[src/rtl/ltc_pkg.sv]
// shared types, constants and keyword table for the lexical token classifier
`default_nettype none

package ltc_pkg;

  // longest pending token the length count follows
  localparam int MAX_TOKEN_LEN = 255;
  localparam int LEN_W = $clog2(MAX_TOKEN_LEN + 1);

  // token records held between the classifier and the result sequencer
  localparam int QUEUE_DEPTH = 4;
  localparam int QPTR_W = $clog2(QUEUE_DEPTH);
  localparam int QCNT_W = $clog2(QUEUE_DEPTH + 1);

  localparam int NUM_KW = 11;
  localparam int KW_MAXLEN = 8;

  // right-justified keyword text, first character in the highest used byte
  localparam logic [8*KW_MAXLEN-1:0] KW_WORD [NUM_KW] = '{
    64'("goku"), 64'("vegeta"), 64'("gohan"), 64'("trunks"),
    64'("bulma"), 64'("chichi"), 64'("goten"), 64'("piccalo"),
    64'("krillen"), 64'("kami"), 64'("popo")
  };
  localparam int KW_LEN [NUM_KW] = '{4, 6, 5, 6, 5, 6, 5, 7, 7, 4, 4};

  // character codes
  localparam logic [7:0] CH_PLUS   = 8'h2B;
  localparam logic [7:0] CH_MINUS  = 8'h2D;
  localparam logic [7:0] CH_STAR   = 8'h2A;
  localparam logic [7:0] CH_SLASH  = 8'h2F;
  localparam logic [7:0] CH_GT     = 8'h3E;
  localparam logic [7:0] CH_LT     = 8'h3C;
  localparam logic [7:0] CH_EQ     = 8'h3D;
  localparam logic [7:0] CH_SPACE  = 8'h20;
  localparam logic [7:0] CH_COMMA  = 8'h2C;
  localparam logic [7:0] CH_SEMI   = 8'h3B;
  localparam logic [7:0] CH_LPAREN = 8'h28;
  localparam logic [7:0] CH_RPAREN = 8'h29;
  localparam logic [7:0] CH_LBRACK = 8'h5B;
  localparam logic [7:0] CH_RBRACK = 8'h5D;
  localparam logic [7:0] CH_LBRACE = 8'h7B;
  localparam logic [7:0] CH_RBRACE = 8'h7D;
  localparam logic [7:0] CH_DOT    = 8'h2E;
  localparam logic [7:0] CH_ZERO   = 8'h30;
  localparam logic [7:0] CH_NINE   = 8'h39;

  typedef enum logic [2:0] {
    KIND_KEYWORD  = 3'd0,
    KIND_INTEGER  = 3'd1,
    KIND_REAL     = 3'd2,
    KIND_IDENT    = 3'd3,
    KIND_BAD_ID   = 3'd4,
    KIND_OPERATOR = 3'd5
  } tok_kind_t;

  typedef struct packed {
    logic [7:0] char_code;
    logic       end_of_text;
  } in_word_t;

  typedef struct packed {
    logic [2:0]  token_kind;
    logic [15:0] token_start;
    logic [7:0]  token_length;
    logic [7:0]  operator_code;
    logic        last_of_run;
  } out_word_t;

  // everything one input byte produces: an optional token and an optional operator
  typedef struct packed {
    logic        has_tok;
    tok_kind_t   tok_kind;
    logic [15:0] tok_start;
    logic [7:0]  tok_length;
    logic        has_op;
    logic [15:0] op_start;
    logic [7:0]  op_code;
  } tok_rec_t;

  // character of keyword k at position pos, zero past its end
  function automatic logic [7:0] kw_byte(input int k, input logic [2:0] pos);
    int sh;
    sh = 8 * (KW_LEN[k] - 1 - int'(pos));
    if (sh < 0) begin
      return 8'h00;
    end
    return 8'(KW_WORD[k] >> sh);
  endfunction

endpackage

`default_nettype wire

[src/rtl/ltc_front.sv]
// byte intake: token state, delimiter detection and classification
`default_nettype none

module ltc_front import ltc_pkg::*; (
  input  wire logic     clk,
  input  wire logic     rst_n,
  input  wire logic     in_valid,
  input  wire in_word_t in_word,
  output logic          in_stall,
  input  wire logic     q_full,
  output logic          rec_push,
  output tok_rec_t      rec
);

  logic [LEN_W-1:0]  len_r, len_nxt;
  logic [15:0]       start_r, start_nxt;
  logic [15:0]       pos_r, pos_nxt;
  logic              first_dig_r, first_dig_nxt;
  logic              only_dig_r, only_dig_nxt;
  logic              only_dd_r, only_dd_nxt;
  logic              seen_dot_r, seen_dot_nxt;
  logic [NUM_KW-1:0] alive_r, alive_nxt;

  logic              accept;
  logic [7:0]        c;
  logic              eot, digit, is_dot, is_op, is_delim;

  // state as it would be after appending this byte
  logic [LEN_W-1:0]  a_len;
  logic [15:0]       a_start;
  logic              a_first, a_only_dig, a_only_dd, a_seen;
  logic [NUM_KW-1:0] a_alive;

  logic [LEN_W-1:0]  cls_len;
  tok_kind_t         cls_kind;

  function automatic tok_kind_t classify(input logic [NUM_KW-1:0] alive,
                                         input logic [LEN_W-1:0] len,
                                         input logic only_dig, input logic only_dd,
                                         input logic seen, input logic first);
    logic hit;
    hit = 1'b0;
    for (int k = 0; k < NUM_KW; k++) begin
      if (alive[k] && (32'(len) == KW_LEN[k])) hit = 1'b1;
    end
    if (hit) return KIND_KEYWORD;
    if (only_dig) return KIND_INTEGER;
    if (only_dd && seen) return KIND_REAL;
    return first ? KIND_BAD_ID : KIND_IDENT;
  endfunction

  assign in_stall = q_full;
  assign accept   = in_valid && !q_full;
  assign c        = in_word.char_code;
  assign eot      = in_word.end_of_text;

  always_comb begin
    digit    = (c inside {[CH_ZERO:CH_NINE]});
    is_dot   = (c == CH_DOT);
    is_op    = (c inside {CH_PLUS, CH_MINUS, CH_STAR, CH_SLASH, CH_GT, CH_LT, CH_EQ});
    is_delim = is_op || (c inside {CH_SPACE, CH_COMMA, CH_SEMI, CH_LPAREN, CH_RPAREN,
                                   CH_LBRACK, CH_RBRACK, CH_LBRACE, CH_RBRACE});
  end

  always_comb begin
    a_len      = (32'(len_r) < MAX_TOKEN_LEN) ? len_r + 1'b1 : len_r;
    a_start    = (len_r == '0) ? pos_r : start_r;
    a_first    = (len_r == '0) ? digit : first_dig_r;
    a_only_dig = only_dig_r && digit;
    a_only_dd  = only_dd_r && (digit || is_dot);
    a_seen     = seen_dot_r || is_dot;
    for (int k = 0; k < NUM_KW; k++) begin
      a_alive[k] = alive_r[k] && (32'(len_r) < KW_LEN[k]) &&
                   (kw_byte(k, len_r[2:0]) == c);
    end
  end

  // classify the pending token, or the token just completed by end of text
  always_comb begin
    if (is_delim) begin
      cls_len  = len_r;
      cls_kind = classify(alive_r, len_r, only_dig_r, only_dd_r, seen_dot_r,
                          first_dig_r);
      rec.has_tok   = (len_r != '0);
      rec.tok_start = start_r;
    end else begin
      cls_len  = a_len;
      cls_kind = classify(a_alive, a_len, a_only_dig, a_only_dd, a_seen, a_first);
      rec.has_tok   = eot;
      rec.tok_start = a_start;
    end
    rec.tok_kind   = cls_kind;
    rec.tok_length = (32'(cls_len) > 255) ? 8'hFF : 8'(cls_len);
    rec.has_op     = is_op;
    rec.op_start   = pos_r;
    rec.op_code    = c;
    rec_push       = accept && (rec.has_tok || rec.has_op);
  end

  always_comb begin
    len_nxt       = len_r;
    start_nxt     = start_r;
    pos_nxt       = pos_r;
    first_dig_nxt = first_dig_r;
    only_dig_nxt  = only_dig_r;
    only_dd_nxt   = only_dd_r;
    seen_dot_nxt  = seen_dot_r;
    alive_nxt     = alive_r;
    if (accept) begin
      pos_nxt = pos_r + 16'd1;
      if (eot) begin
        len_nxt       = '0;
        start_nxt     = '0;
        pos_nxt       = '0;
        first_dig_nxt = 1'b0;
        only_dig_nxt  = 1'b1;
        only_dd_nxt   = 1'b1;
        seen_dot_nxt  = 1'b0;
        alive_nxt     = '1;
      end else if (is_delim) begin
        if (len_r != '0) begin
          len_nxt       = '0;
          first_dig_nxt = 1'b0;
          only_dig_nxt  = 1'b1;
          only_dd_nxt   = 1'b1;
          seen_dot_nxt  = 1'b0;
          alive_nxt     = '1;
        end
      end else begin
        len_nxt       = a_len;
        start_nxt     = a_start;
        first_dig_nxt = a_first;
        only_dig_nxt  = a_only_dig;
        only_dd_nxt   = a_only_dd;
        seen_dot_nxt  = a_seen;
        alive_nxt     = a_alive;
      end
    end
  end

  always_ff @(posedge clk) begin
    if (!rst_n) begin
      len_r       <= '0;
      start_r     <= '0;
      pos_r       <= '0;
      first_dig_r <= 1'b0;
      only_dig_r  <= 1'b1;
      only_dd_r   <= 1'b1;
      seen_dot_r  <= 1'b0;
      alive_r     <= '1;
    end else begin
      len_r       <= len_nxt;
      start_r     <= start_nxt;
      pos_r       <= pos_nxt;
      first_dig_r <= first_dig_nxt;
      only_dig_r  <= only_dig_nxt;
      only_dd_r   <= only_dd_nxt;
      seen_dot_r  <= seen_dot_nxt;
      alive_r     <= alive_nxt;
    end
  end

endmodule

`default_nettype wire

[src/rtl/ltc_queue.sv]
// small register queue of token records between intake and result sequencer
`default_nettype none

module ltc_queue import ltc_pkg::*; (
  input  wire logic     clk,
  input  wire logic     rst_n,
  input  wire logic     push,
  input  wire tok_rec_t push_rec,
  input  wire logic     pop,
  output tok_rec_t      head,
  output logic          not_empty,
  output logic          full
);

  tok_rec_t          slot_r [QUEUE_DEPTH];
  logic [QPTR_W-1:0] wr_r, wr_nxt;
  logic [QPTR_W-1:0] rd_r, rd_nxt;
  logic [QCNT_W-1:0] cnt_r, cnt_nxt;

  assign head      = slot_r[rd_r];
  assign not_empty = (cnt_r != '0);
  assign full      = (32'(cnt_r) == QUEUE_DEPTH);

  always_comb begin
    wr_nxt  = push ? wr_r + 1'b1 : wr_r;
    rd_nxt  = pop ? rd_r + 1'b1 : rd_r;
    cnt_nxt = cnt_r;
    if (push && !pop) begin
      cnt_nxt = cnt_r + 1'b1;
    end else if (pop && !push) begin
      cnt_nxt = cnt_r - 1'b1;
    end
  end

  always_ff @(posedge clk) begin
    if (!rst_n) begin
      wr_r  <= '0;
      rd_r  <= '0;
      cnt_r <= '0;
    end else begin
      wr_r  <= wr_nxt;
      rd_r  <= rd_nxt;
      cnt_r <= cnt_nxt;
    end
  end

  always_ff @(posedge clk) begin
    if (push) begin
      slot_r[wr_r] <= push_rec;
    end
  end

endmodule

`default_nettype wire

[src/rtl/ltc_back.sv]
// result sequencer: turns each record into one or two output words
`default_nettype none

module ltc_back import ltc_pkg::*; (
  input  wire logic     clk,
  input  wire logic     rst_n,
  input  wire tok_rec_t head,
  input  wire logic     head_valid,
  output logic          pop,
  output logic          out_valid,
  output out_word_t     out_word,
  input  wire logic     out_stall
);

  logic      out_valid_r, out_valid_nxt;
  out_word_t out_word_r, out_word_nxt;
  logic      op_phase_r, op_phase_nxt;
  logic      load, fire;

  assign out_valid = out_valid_r;
  assign out_word  = out_word_r;

  // output register takes a new word when empty or being drained
  assign load = !out_valid_r || !out_stall;
  assign fire = load && head_valid;

  always_comb begin
    out_valid_nxt = out_valid_r;
    out_word_nxt  = out_word_r;
    op_phase_nxt  = op_phase_r;
    pop           = 1'b0;
    if (load) begin
      out_valid_nxt = head_valid;
    end
    if (fire) begin
      if (head.has_tok && !op_phase_r) begin
        out_word_nxt.token_kind    = head.tok_kind;
        out_word_nxt.token_start   = head.tok_start;
        out_word_nxt.token_length  = head.tok_length;
        out_word_nxt.operator_code = 8'h00;
        out_word_nxt.last_of_run   = !head.has_op;
        op_phase_nxt               = head.has_op;
        pop                        = !head.has_op;
      end else begin
        out_word_nxt.token_kind    = KIND_OPERATOR;
        out_word_nxt.token_start   = head.op_start;
        out_word_nxt.token_length  = 8'd1;
        out_word_nxt.operator_code = head.op_code;
        out_word_nxt.last_of_run   = 1'b1;
        op_phase_nxt               = 1'b0;
        pop                        = 1'b1;
      end
    end
  end

  always_ff @(posedge clk) begin
    if (!rst_n) begin
      out_valid_r <= 1'b0;
      op_phase_r  <= 1'b0;
    end else begin
      out_valid_r <= out_valid_nxt;
      op_phase_r  <= op_phase_nxt;
    end
  end

  always_ff @(posedge clk) begin
    out_word_r <= out_word_nxt;
  end

endmodule

`default_nettype wire

[src/rtl/lexical_token_classifier.sv]
// top level of the lexical token classifier
//
// Takes source text one byte per word and emits classified tokens. Space,
// comma, semicolon, brackets and the operators + - * / > < = end the pending
// token, which is reported as keyword, integer, real, valid identifier or
// invalid identifier; an operator byte then gives an operator word of its own.
// A byte with end_of_text set flushes any pending token and restarts the byte
// position at zero. The intake accepts one byte per cycle while the queue is not
// full; classification is combinational. Each record gives one output word, or
// two for a byte that both ends a token and is an operator. A four-record queue
// sits between intake and output, so in_stall rises only when that queue is full,
// and out_valid is driven from the result sequencer's output register.
`default_nettype none

module lexical_token_classifier import ltc_pkg::*; (
  input  wire logic      clk,
  input  wire logic      rst_n,
  input  wire logic      in_valid,
  input  wire in_word_t  in_word,
  output logic           in_stall,
  output logic           out_valid,
  output out_word_t      out_word,
  input  wire logic      out_stall
);

  // intake to queue
  logic     rec_push;
  tok_rec_t rec;
  logic     q_full;

  // queue to sequencer
  tok_rec_t head;
  logic     head_valid;
  logic     pop;

  // byte intake and classification
  ltc_front u_front (
    .clk      (clk),
    .rst_n    (rst_n),
    .in_valid (in_valid),
    .in_word  (in_word),
    .in_stall (in_stall),
    .q_full   (q_full),
    .rec_push (rec_push),
    .rec      (rec)
  );

  // decouples intake from output back-pressure
  ltc_queue u_queue (
    .clk       (clk),
    .rst_n     (rst_n),
    .push      (rec_push),
    .push_rec  (rec),
    .pop       (pop),
    .head      (head),
    .not_empty (head_valid),
    .full      (q_full)
  );

  // splits records into output words, output register included
  ltc_back u_back (
    .clk        (clk),
    .rst_n      (rst_n),
    .head       (head),
    .head_valid (head_valid),
    .pop        (pop),
    .out_valid  (out_valid),
    .out_word   (out_word),
    .out_stall  (out_stall)
  );

endmodule

`default_nettype wire

[config.mk]
export PLATFORM = sky130hd
export DESIGN_NAME = lexical_token_classifier
export DESIGN_NICKNAME = d
export VERILOG_FILES = /design/src/rtl/ltc_pkg.sv /design/src/rtl/ltc_front.sv /design/src/rtl/ltc_queue.sv /design/src/rtl/ltc_back.sv /design/src/rtl/lexical_token_classifier.sv
export SDC_FILE = /design/constraint.sdc
export NUM_CORES = 1
export LEC_CHECK = 0
export BUFFER_PORTS_ARGS = -buffer_cell sky130_fd_sc_hd__buf_2
export CAP_MARGIN = 25
export CORE_UTILIZATION = 55
export CTS_CLUSTER_DIAMETER = 150
export DETAILED_ROUTE_END_ITERATION = 10
export GPL_ROUTABILITY_DRIVEN = 0
export PLACE_DENSITY = 0.83
export SYNTH_ARGS = -nofsm -noshare
export SYNTH_HDL_FRONTEND = slang
export SYNTH_SLANG_ARGS = --single-unit
export TNS_END_PERCENT = 100
[constraint.sdc]
create_clock -name clk -period 6.9 [get_ports clk]
set_clock_uncertainty 0.2 [all_clocks]
set_input_delay 0 -clock clk [delete_from_list [all_inputs] [get_ports clk]]
set_output_delay 0 -clock clk [all_outputs]
set_load 0.01 [all_outputs]
# Word-level counts from Yosys, hierarchy flattened
# Memory sizes are Yosys's and may differ from the RTL's. A register that Yosys moved wholly into a read port is not among the register bits.
# Cells that the tools add are included.
# Widths: inputs -> output; s select.
# totals
register_bits	100
mem_bits_rw	212
in_bits	13
elab_cells	273
n_memories	1
# classes
n_addsub	10
magnitude_cmp	11
eq_ne	38
shifts	11
n_mux	110
reduce_logical	74
# memory_table
name	depth	width	rd	rd_ports_with_merged_regs	write_ports	line_no	source
u_queue.slot_r	4	53	1	1	1	ltc_queue.sv:15	tok_rec_t slot_r [QUEUE_DEPTH];
# op_table
operator	n
$mux 8	20
$shr 47x32->8 const A	3
$lt 32x1->1 const B	4
$shr 39x32->8 const A	3
$shr 55x32->8 const A	2
$eq 8x6->1 const B	13
$shr 31x32->8 const A	3
$eq 8x8->1	11
$eq 8x3->1 const B	8
$mux 16	4
$mux 1	63
$logic_and 1x1->1	55
$mux 3	17
$mux 11	3
$mux 33	1
$eq 8x7->1 const B	4
$lt 8x3->1 const B	4
$add 16x1->16 const B	1
$sub 3x3->4 const A	3
$reduce_bool 9->1	1
$add 8x1->8 const B	1
$ge 8x6->1 const B	1
$le 8x6->1 const B	1
$logic_not 8->1	1
15 further kinds	27

# Logic depth before layout (Yosys ltp)
# Gate-level depths: netlist of run 1.
# depth
ltp_word	30
mapped_depth	15
mapped_depth_nobuf	11

# Modules after synthesis
# From an unflattened synthesis of run 1, not the netlist that was laid out.
# hier_totals
cells_unflattened	1068
hier_area_um2	14761.7
# by_module_without_submodules
mod	instances	cells_per_inst	area_each_um2
ltc_queue	1	320	8157.8
ltc_front	1	661	5018.6
ltc_back	1	87	1585.3

# Worst setup path before layout of run 1
# Ideal clock, no wire load.
# synth_path
path_type	reg-to-reg
from	register u_front.len_r[0]
to	memory u_queue.slot_r[0][0] (netlist bit) (enable)
setup_ns	0.416
arrival_ns	3.414
t_required_ns	6.284
slack_ns	2.870
path_stages_with_launch	11
path_cell_list	dfxtp_1 buf_2 buf_2 inv_1 clkbuf_1 ha_1 clkbuf_1 nand4b_1 mux2i_1 a21oi_2 and2_1
# synth_via
elab_chain_cells	6
# synth_lines
element	line_no	source
from (decl)	ltc_front.sv:15	logic [LEN_W-1:0] len_r, len_nxt;
from (signal assigned)	ltc_front.sv:152	len_r <= len_nxt;
$reduce_bool 8->1	ltc_front.sv:84	rec.has_tok = (len_r != '0);
$mux 1	ltc_front.sv:80	if (is_delim) begin
$logic_or 1x1->1	ltc_front.sv:97	rec_push = accept && (rec.has_tok || rec.has_op);
$logic_and 1x1->1	ltc_front.sv:97	
named net rec_push	lexical_token_classifier.sv:27	logic rec_push;
$mux 1	ltc_queue.sv:48	if (push) begin
$mux 1 (implied by the code)	ltc_queue.sv:49	slot_r[wr_r] <= push_rec;
to (decl)	ltc_queue.sv:15	
# The timed path passes the listed nets, and every way through them passes these cells.

==> results.sh, run 1 <==
export IMPL_run_status="finished clean"
export IMPL_insertion_delay_ps=560
export IMPL_place_ws_ps=2470
export IMPL_cts_inserted_buffers=31
export IMPL_fmaxAchievable_mhz=221
export IMPL_path_cells="inv_1 > ha_1 > a21boi_0 > o32ai_1 > mux2i_1 > a211o_1 > nor4_1 > a211oi_1 > nor2_1 > o21ai_0"
export IMPL_worstReg2RegEnd="u_queue.slot_r[2][50]$_DFFE_PP_"
export IMPL_via_count=8904
export IMPL_cts_num_sinks=314
export IMPL_layout_area_overhead_vs_synth_pct=12.1
export IMPL_most_common_layout_cells="edfxtp_1 (248), nor2_1 (67), dfxtp_1 (64), mux4_2 (53), buf_2 (50)"
export IMPL_ir_worst_vdd_mv=0.253
export IMPL_timing_critical_path_to_type="register"
export IMPL_holdPathStages=2
export IMPL_die_area_mm2=0.0263
export IMPL_power_per_cell_area_mw_per_mm2=332
export IMPL_reg2reg_slack_ps=2380
export IMPL_power_switching_share_pct=26.9
export IMPL_dp_cells=1340
export IMPL_design_final_nets=1086
export IMPL_shortest_clock_period_the_worst_path_allows_after_layout_ps=4520
export IMPL_final_instance_count_excl_fillers=1414
export IMPL_synth_cell_area_mm2=0.0141
export IMPL_drc_errors=0
export IMPL_tightest_slew_ps=1090
export IMPL_avgSynthCellArea_um2=13.9
export IMPL_layout_worst_path_cycle_share_pct=65.6
export IMPL_async_reset_ff_share_pct=0
export IMPL_setup_tns_final_ps=0
export IMPL_power_combinational_fraction_pct=21.3
export IMPL_final_critical_path_setup_slack_ps=2380
export IMPL_grtUsageTotal_pct=23.7
export IMPL_drive_gt1_share_pct=21.1
export IMPL_starting_density_of_the_core_pct=56.1
export IMPL_antenna_found_initial=0
export IMPL_r2r_start="u_front.len_r[1]$_SDFFE_PN0P_"
export IMPL_critical_path_required_ps=6950
export IMPL_maxCapViolations=0
export IMPL_power_leakage_nw=5.45
export IMPL_ys_warn_count=0
export IMPL_cts_setup_buffers=0
export IMPL_grt_first_pass_wirelength_mm=48.4
export IMPL_synth_main_ff_cell="edfxtp_1"
export IMPL_path_class="reg2reg"
export IMPL_power_frac_clock_pct=33.5
export IMPL_p_int_w=0.00385
export IMPL_timing_critical_path_slowest_stage_cell="dfxtp_1"
export IMPL_antenna_cell_count=0
export IMPL_hp_start="in_word[6]"
export IMPL_finalHoldViolCount=0
export IMPL_drtAntennaViolNets=0
export IMPL_synth_yosys_seq_area_share_pct=62.1
export IMPL_total_wirelength_mm=30.8
export IMPL_switching_power_w=0.00142
export IMPL_std_cell_rows=58
export IMPL_cts_hold_buffers=15
export IMPL_number_of_instances_resized_during_post_cts_repair=0
export IMPL_wl_per_cell_um=21.8
export IMPL_first_pass_iters=5
export IMPL_seq_power_share_pct=45.2
export IMPL_setup_repair_after_global_routing_missed_its_margin="false"
export IMPL_dr_first_iter_drc_count=956
export IMPL_io_pin_count=51
export IMPL_startpoint="u_front.len_r[1]$_SDFFE_PN0P_"
export IMPL_placeable_core_area_mm2=0.0252
export IMPL_io_buffers=50
export IMPL_worstPathMaxFanout=27
export IMPL_global_route_overflow_total=0
export IMPL_dp_final_hpwl_mm=17.4
export IMPL_critPathMaxStageDelay_ps=900
export IMPL_cts_root_buf="clkbuf_16"
export IMPL_ys_ff_latch=314
export IMPL_rr_worst_depth=10
export IMPL_worst_setup_path_start_kind="register"
export IMPL_chipHeight_um=162
export IMPL_largest_net_degree_at_the_start_of_global_routing=54
export IMPL_number_of_synthesized_flops_with_an_enable_pin=248
export IMPL_hold_path_class="in2reg"
export IMPL_synthesis_instances=1018
export IMPL_clock_tree_htree_level_count=1
export IMPL_die_w_um=162
export IMPL_mostFrequentLayoutCell="edfxtp_1"
export IMPL_report_final_setup_viol=0
export IMPL_slew_headroom_pct=27.3
export IMPL_cp_data_arrival_time_ps=4570
export IMPL_clock_pin_slew_on_the_worst_setup_and_hold_paths_ps=60
export IMPL_maximum_buffer_depth_of_the_clock_tree=3
export IMPL_slew_violations=0
export IMPL_min_delay_worst_endpoint="u_queue.slot_r[3][5]$_DFFE_PP_"
export IMPL_filler_cells_inserted=1749
export IMPL_viasPerCell=6.30
export IMPL_synth_net_count=1045
export IMPL_vias_in_the_first_global_route=8728
export IMPL_cts_tree="yes"
export IMPL_yosys_cell_types_count=75
## power groups by stage
stage               logic [W]  clock network, W  registers [W]
floorplan            0.000737                 0        0.00246
global placement      0.00106                 0        0.00242
detailed placement    0.00109                 0        0.00243
CTS                   0.00111           0.00178        0.00239
global route          0.00121           0.00184        0.00240
finish                0.00112           0.00176        0.00238
## logic make-up after synthesis
group                      synth area share (%)
adders and majority gates                  1.36
xor gates and xnor gates                   2.91
muxes                                      11.5
AOI/OAI and AO/OA                          8.82
and+or+nand+nor                            10.6
DFF                                        62.1
buffers and inverters                      2.76
## registers in the layout, summed over array words and instances, names as in the netlist, named ones only
| register | count |
|---|---|
| u_queue.slot_r | 212 |
| u_back.out_word | 36 |
| u_front.pos_r | 16 |
| u_front.start_r | 16 |
| u_front.alive_r | 11 |
| u_front.len_r | 8 |
| u_queue.cnt_r | 3 |
| u_queue.rd_r | 2 |
| u_queue.wr_r | 2 |
| u_back.op_phase_r | 1 |
| u_back.out_valid | 1 |
| u_front.first_dig_r | 1 |
| u_front.only_dd_r | 1 |
| u_front.only_dig_r | 1 |
| u_front.seen_dot_r | 1 |
## cell usage after synthesis (4+ instances only)
master,count,share of area (%)
clkbuf_1,35,0.93
o21ai_0,35,1.2
o22ai_1,10,0.44
nor2_1,67,1.8
nand3_1,21,0.74
a21boi_0,7,0.37
buf_4,4,0.21
dfxtp_1,66,9.4
or2_2,7,0.31
xnor2_1,30,1.9
buf_2,17,0.60
nor4_1,4,0.18
o31ai_1,6,0.32
a22oi_1,19,1.0
a21oi_1,34,1.2
and3_1,19,0.84
inv_1,16,0.43
nand3b_1,5,0.27
buf_6,4,0.32
mux4_2,53,8.5
ha_1,13,1.2
mux2i_1,7,0.50
a211oi_1,11,0.58
nand2_1,44,1.2
edfxtp_1,248,53
nand4_1,6,0.27
xor2_1,17,1.1
o2111ai_1,6,0.37
mux2_2,32,2.6
nor2b_1,29,1.3
nand2b_1,13,0.58
a31oi_1,9,0.40
and2_1,20,0.89
nor3_1,21,0.74
buf_1,9,0.24
o21a_1,5,0.27
or3_1,4,0.18
## cell type report
cell class | instances | area [um^2] | share of cell area, %
Multi-Input combinational cell | 618 | 4990 | 31.5
Sequential cell | 314 | 8770 | 55.4
Clock buffer | 43 | 922 | 5.82
Timing Repair Buffer | 77 | 503 | 3.18
Clock inverter | 15 | 179 | 1.13
Inverter | 17 | 63.8 | 0.403
Tap cell | 330 | 413 | 2.61
## critical path, delay by kind of cell, from the launching register on
kind	cells	cell delay [ps]
adder cells (fa/ha/maj)	1	600
AO/OA/AOI/OAI	5	1230
AND/OR/NAND/NOR	2	690
buffers and inverters	1	440
flip-flops	1	900
multiplexers	1	140
## worst max path at each step
stage | endpoint | slack (ps) | depth (start not counted)
2_1_floorplan | u_queue.slot_r[0][0]$_DFFE_PP_ | 2870 | 10
3_3_place_gp | u_queue.slot_r[0][50]$_DFFE_PP_ | 2670 | 10
3_5_place_dp | u_queue.slot_r[2][50]$_DFFE_PP_ | 2470 | 10
4_1_cts | u_queue.slot_r[0][50]$_DFFE_PP_ | 2460 | 10
5_1_grt | u_queue.slot_r[0][50]$_DFFE_PP_ | 2070 | 10
6_report | u_queue.slot_r[2][50]$_DFFE_PP_ | 2380 | 10
## through the flow
step / total power [W] / cell area (um^2) / hold slack [ps] / utilization (%)
6_report: 0.00526 / 15800 / 101 / 62.9
5_1_grt: 0.00545 / 15800 / 107 / 62.9
4_1_cts: 0.00528 / 15800 / 75.9 / 62.8
3_5_place_dp: 0.00352 / 14600 / 105 / 57.8
3_3_place_gp: 0.00348 / 14600 / 100 / 57.8
2_1_floorplan: 0.00320 / 14100 / -101 / -
## routing by layer
layer / up-vias / GRT usage, % / routed length [um]
met4: 0 / 7.50 / 827
met3: 85 / 3.55 / 2500
met5: - / 0 / 0
li1: 3995 / - / -
met1: 4357 / 31.2 / 12200
met2: 467 / 40.5 / 15300
(Power assumes the default switching activity.)
==> run 2, diff against run 1 <==
PLACE_DENSITY = 0.86   (was 0.83)
clock period = 4 ns   (was 6.9 ns; I/O delays follow)
==> results.sh, run 2 (synthesis gave the netlist of run 1 again) <==
export IMPL_worstReg2RegEnd="u_queue.slot_r[0][50]$_DFFE_PP_"
export IMPL_setup_tns_final_ps=0
export IMPL_layout_worst_path_cycle_share_pct=94.4
export IMPL_viasPerCell=6.34
export IMPL_dr_first_iter_drc_count=1188
export IMPL_setup_repair_after_global_routing_missed_its_margin="false"
export IMPL_starting_density_of_the_core_pct=56.1
export IMPL_worstPathMaxFanout=17
export IMPL_most_common_layout_cells="edfxtp_1 (248), nor2_1 (67), dfxtp_1 (64), mux4_2 (53), buf_2 (50)"
export IMPL_cts_root_buf="clkbuf_16"
export IMPL_grt_first_pass_wirelength_mm=48.6
export IMPL_finalHoldViolCount=0
export IMPL_layout_area_overhead_vs_synth_pct=12.6
export IMPL_final_instance_count_excl_fillers=1428
export IMPL_mostFrequentLayoutCell="edfxtp_1"
export IMPL_cts_num_sinks=314
export IMPL_maxCapViolations=0
export IMPL_grtUsageTotal_pct=23.8
export IMPL_largest_register="u_queue.slot_r"
export IMPL_finish_utilization_pct=63.1
export IMPL_placeable_core_area_mm2=0.0252
export IMPL_drive_gt1_share_pct=21.7
export IMPL_worst_setup_path_start_kind="register"
export IMPL_antenna_found_initial=1
export IMPL_global_route_overflow_total=0
export IMPL_slew_violations=0
export IMPL_maximum_buffer_depth_of_the_clock_tree=3
export IMPL_largest_net_degree_at_the_start_of_global_routing=42
export IMPL_drc_errors=0
export IMPL_vias_in_the_first_global_route=8965
export IMPL_slew_headroom_pct=47.7
export IMPL_path_class="reg2reg"
export IMPL_r2r_start="u_front.len_r[0]$_SDFFE_PN0P_"
export IMPL_power_leakage_nw=5.50
export IMPL_clock_pin_slew_on_the_worst_setup_and_hold_paths_ps=70
export IMPL_cts_inserted_buffers=29
export IMPL_reg2reg_slack_ps=220
export IMPL_drtAntennaViolNets=0
export IMPL_cts_tree="yes"
export IMPL_number_of_instances_resized_during_post_cts_repair=0
export IMPL_io_pin_count=51
export IMPL_shortest_clock_period_the_worst_path_allows_after_layout_ps=3780
export IMPL_largest_register_ff_count=212
export IMPL_first_pass_iters=5
export IMPL_chipHeight_um=162
export IMPL_hold_path_class="in2reg"
export IMPL_critical_path_required_ps=4040
export IMPL_rr_worst_depth=10
export IMPL_critPathMaxStageDelay_ps=540
export IMPL_filler_cells_inserted=1677
export IMPL_dp_final_hpwl_mm=18.7
export IMPL_path_cells="inv_1 > ha_1 > a21boi_0 > o32ai_1 > mux2i_1 > a211o_1 > nor4_1 > a211oi_1 > nor2_1 > o21ai_0"
export IMPL_insertion_delay_ps=560
export IMPL_dp_cells=1358
export IMPL_timing_critical_path_to_type="register"
export IMPL_cts_hold_buffers=15
export IMPL_report_final_setup_viol=0
export IMPL_std_cell_rows=58
export IMPL_power_per_cell_area_mw_per_mm2=569
export IMPL_ir_worst_vdd_mv=0.454
export IMPL_crit_end="u_queue.slot_r[0][50]$_DFFE_PP_"
export IMPL_run_status="finished clean"
export IMPL_clock_tree_htree_level_count=1
export IMPL_die_w_um=162
export IMPL_tightest_slew_ps=778
export IMPL_die_area_mm2=0.0263
export IMPL_wl_per_cell_um=21.7
export IMPL_startpoint="u_front.len_r[0]$_SDFFE_PN0P_"
export IMPL_cts_setup_buffers=0
export IMPL_fmaxAchievable_mhz=265
export IMPL_timing_critical_path_slowest_stage_cell="ha_1"
export IMPL_design_final_nets=1101
export IMPL_fin_total_pwr_w=0.00904
export IMPL_io_buffers=50
export IMPL_cp_data_arrival_time_ps=3820
export IMPL_via_count=9056
export IMPL_total_wirelength_mm=31.0
run 2: changes by cell type in the layout (fill, tap and decap cells not counted), moves of 2 or more:
| cell | delta |
|---|---|
| bufinv_16 | +3 |
| clkinv_1 | +2 |
| clkbuf_16 | -3 |
| buf_4 | +17 |
| clkbuf_8 | -6 |
| inv_6 | -4 |
run 2: metal layers:
layer  track usage [%]  part of all wire [%]
met4              7.80                   3.1
met2              40.0                    50
met1              32.0                    39
met3              3.19                   7.9
met5                 0                     0
run 2: final cells by class:
class | count | area [um^2] | area share, %
sequential | 314 | 8770 | 55.2
multi-input combinational | 618 | 4980 | 31.3
clock buffer | 35 | 768 | 4.83
timing repair buffer | 94 | 631 | 3.97
tap | 330 | 413 | 2.60
clock inverter | 19 | 269 | 1.69
inverter | 17 | 63.8 | 0.401
antenna | 1 | 2.50 | 0.0157
run 2: how the worst min path moves through the flow:
stage	cells after the start	from	endpoint	slack, ps
2_1_floorplan	0	in_word[1]	u_queue.slot_r[0][0]$_DFFE_PP_	-100
3_3_place_gp	3	out_stall	u_back.out_valid$_SDFFE_PN0P_	110
3_5_place_dp	3	out_stall	u_back.out_valid$_SDFFE_PN0P_	120
4_1_cts	2	in_word[6]	u_queue.slot_r[2][5]$_DFFE_PP_	100
5_1_grt	2	in_word[7]	u_queue.slot_r[0][6]$_DFFE_PP_	150
6_report	2	in_word[8]	u_queue.slot_r[0][7]$_DFFE_PP_	140
run 2: power by group:
part / leakage [nW] / switching, W / internal [W]
logic: 2.06 / 0.00111 / 0.000875
registers: 2.93 / 0.000125 / 0.00396
clock network: 0.508 / 0.00120 / 0.00177
total: 5.50 / 0.00244 / 0.00661
run 2: stage by stage:
step / instance area (um^2) / setup slack [ps] / hold WS (ps)
final: 15900 / 225 / 138
after global routing: 15900 / 121 / 155
after floorplan: 14100 / 6.49 / -101
after CTS: 15900 / 359 / 100
after detailed placement: 14700 / 386 / 116
after global placement: 14700 / 579 / 108
run 2: worst max-delay path: cells and delay by family (launching register included):
family          cells  cell delay (ps)
compound gates      5             1320
simple gates        2              730
fa+ha+maj           1              540
flops               1              380
buf+inv             1              160
mux                 1              140
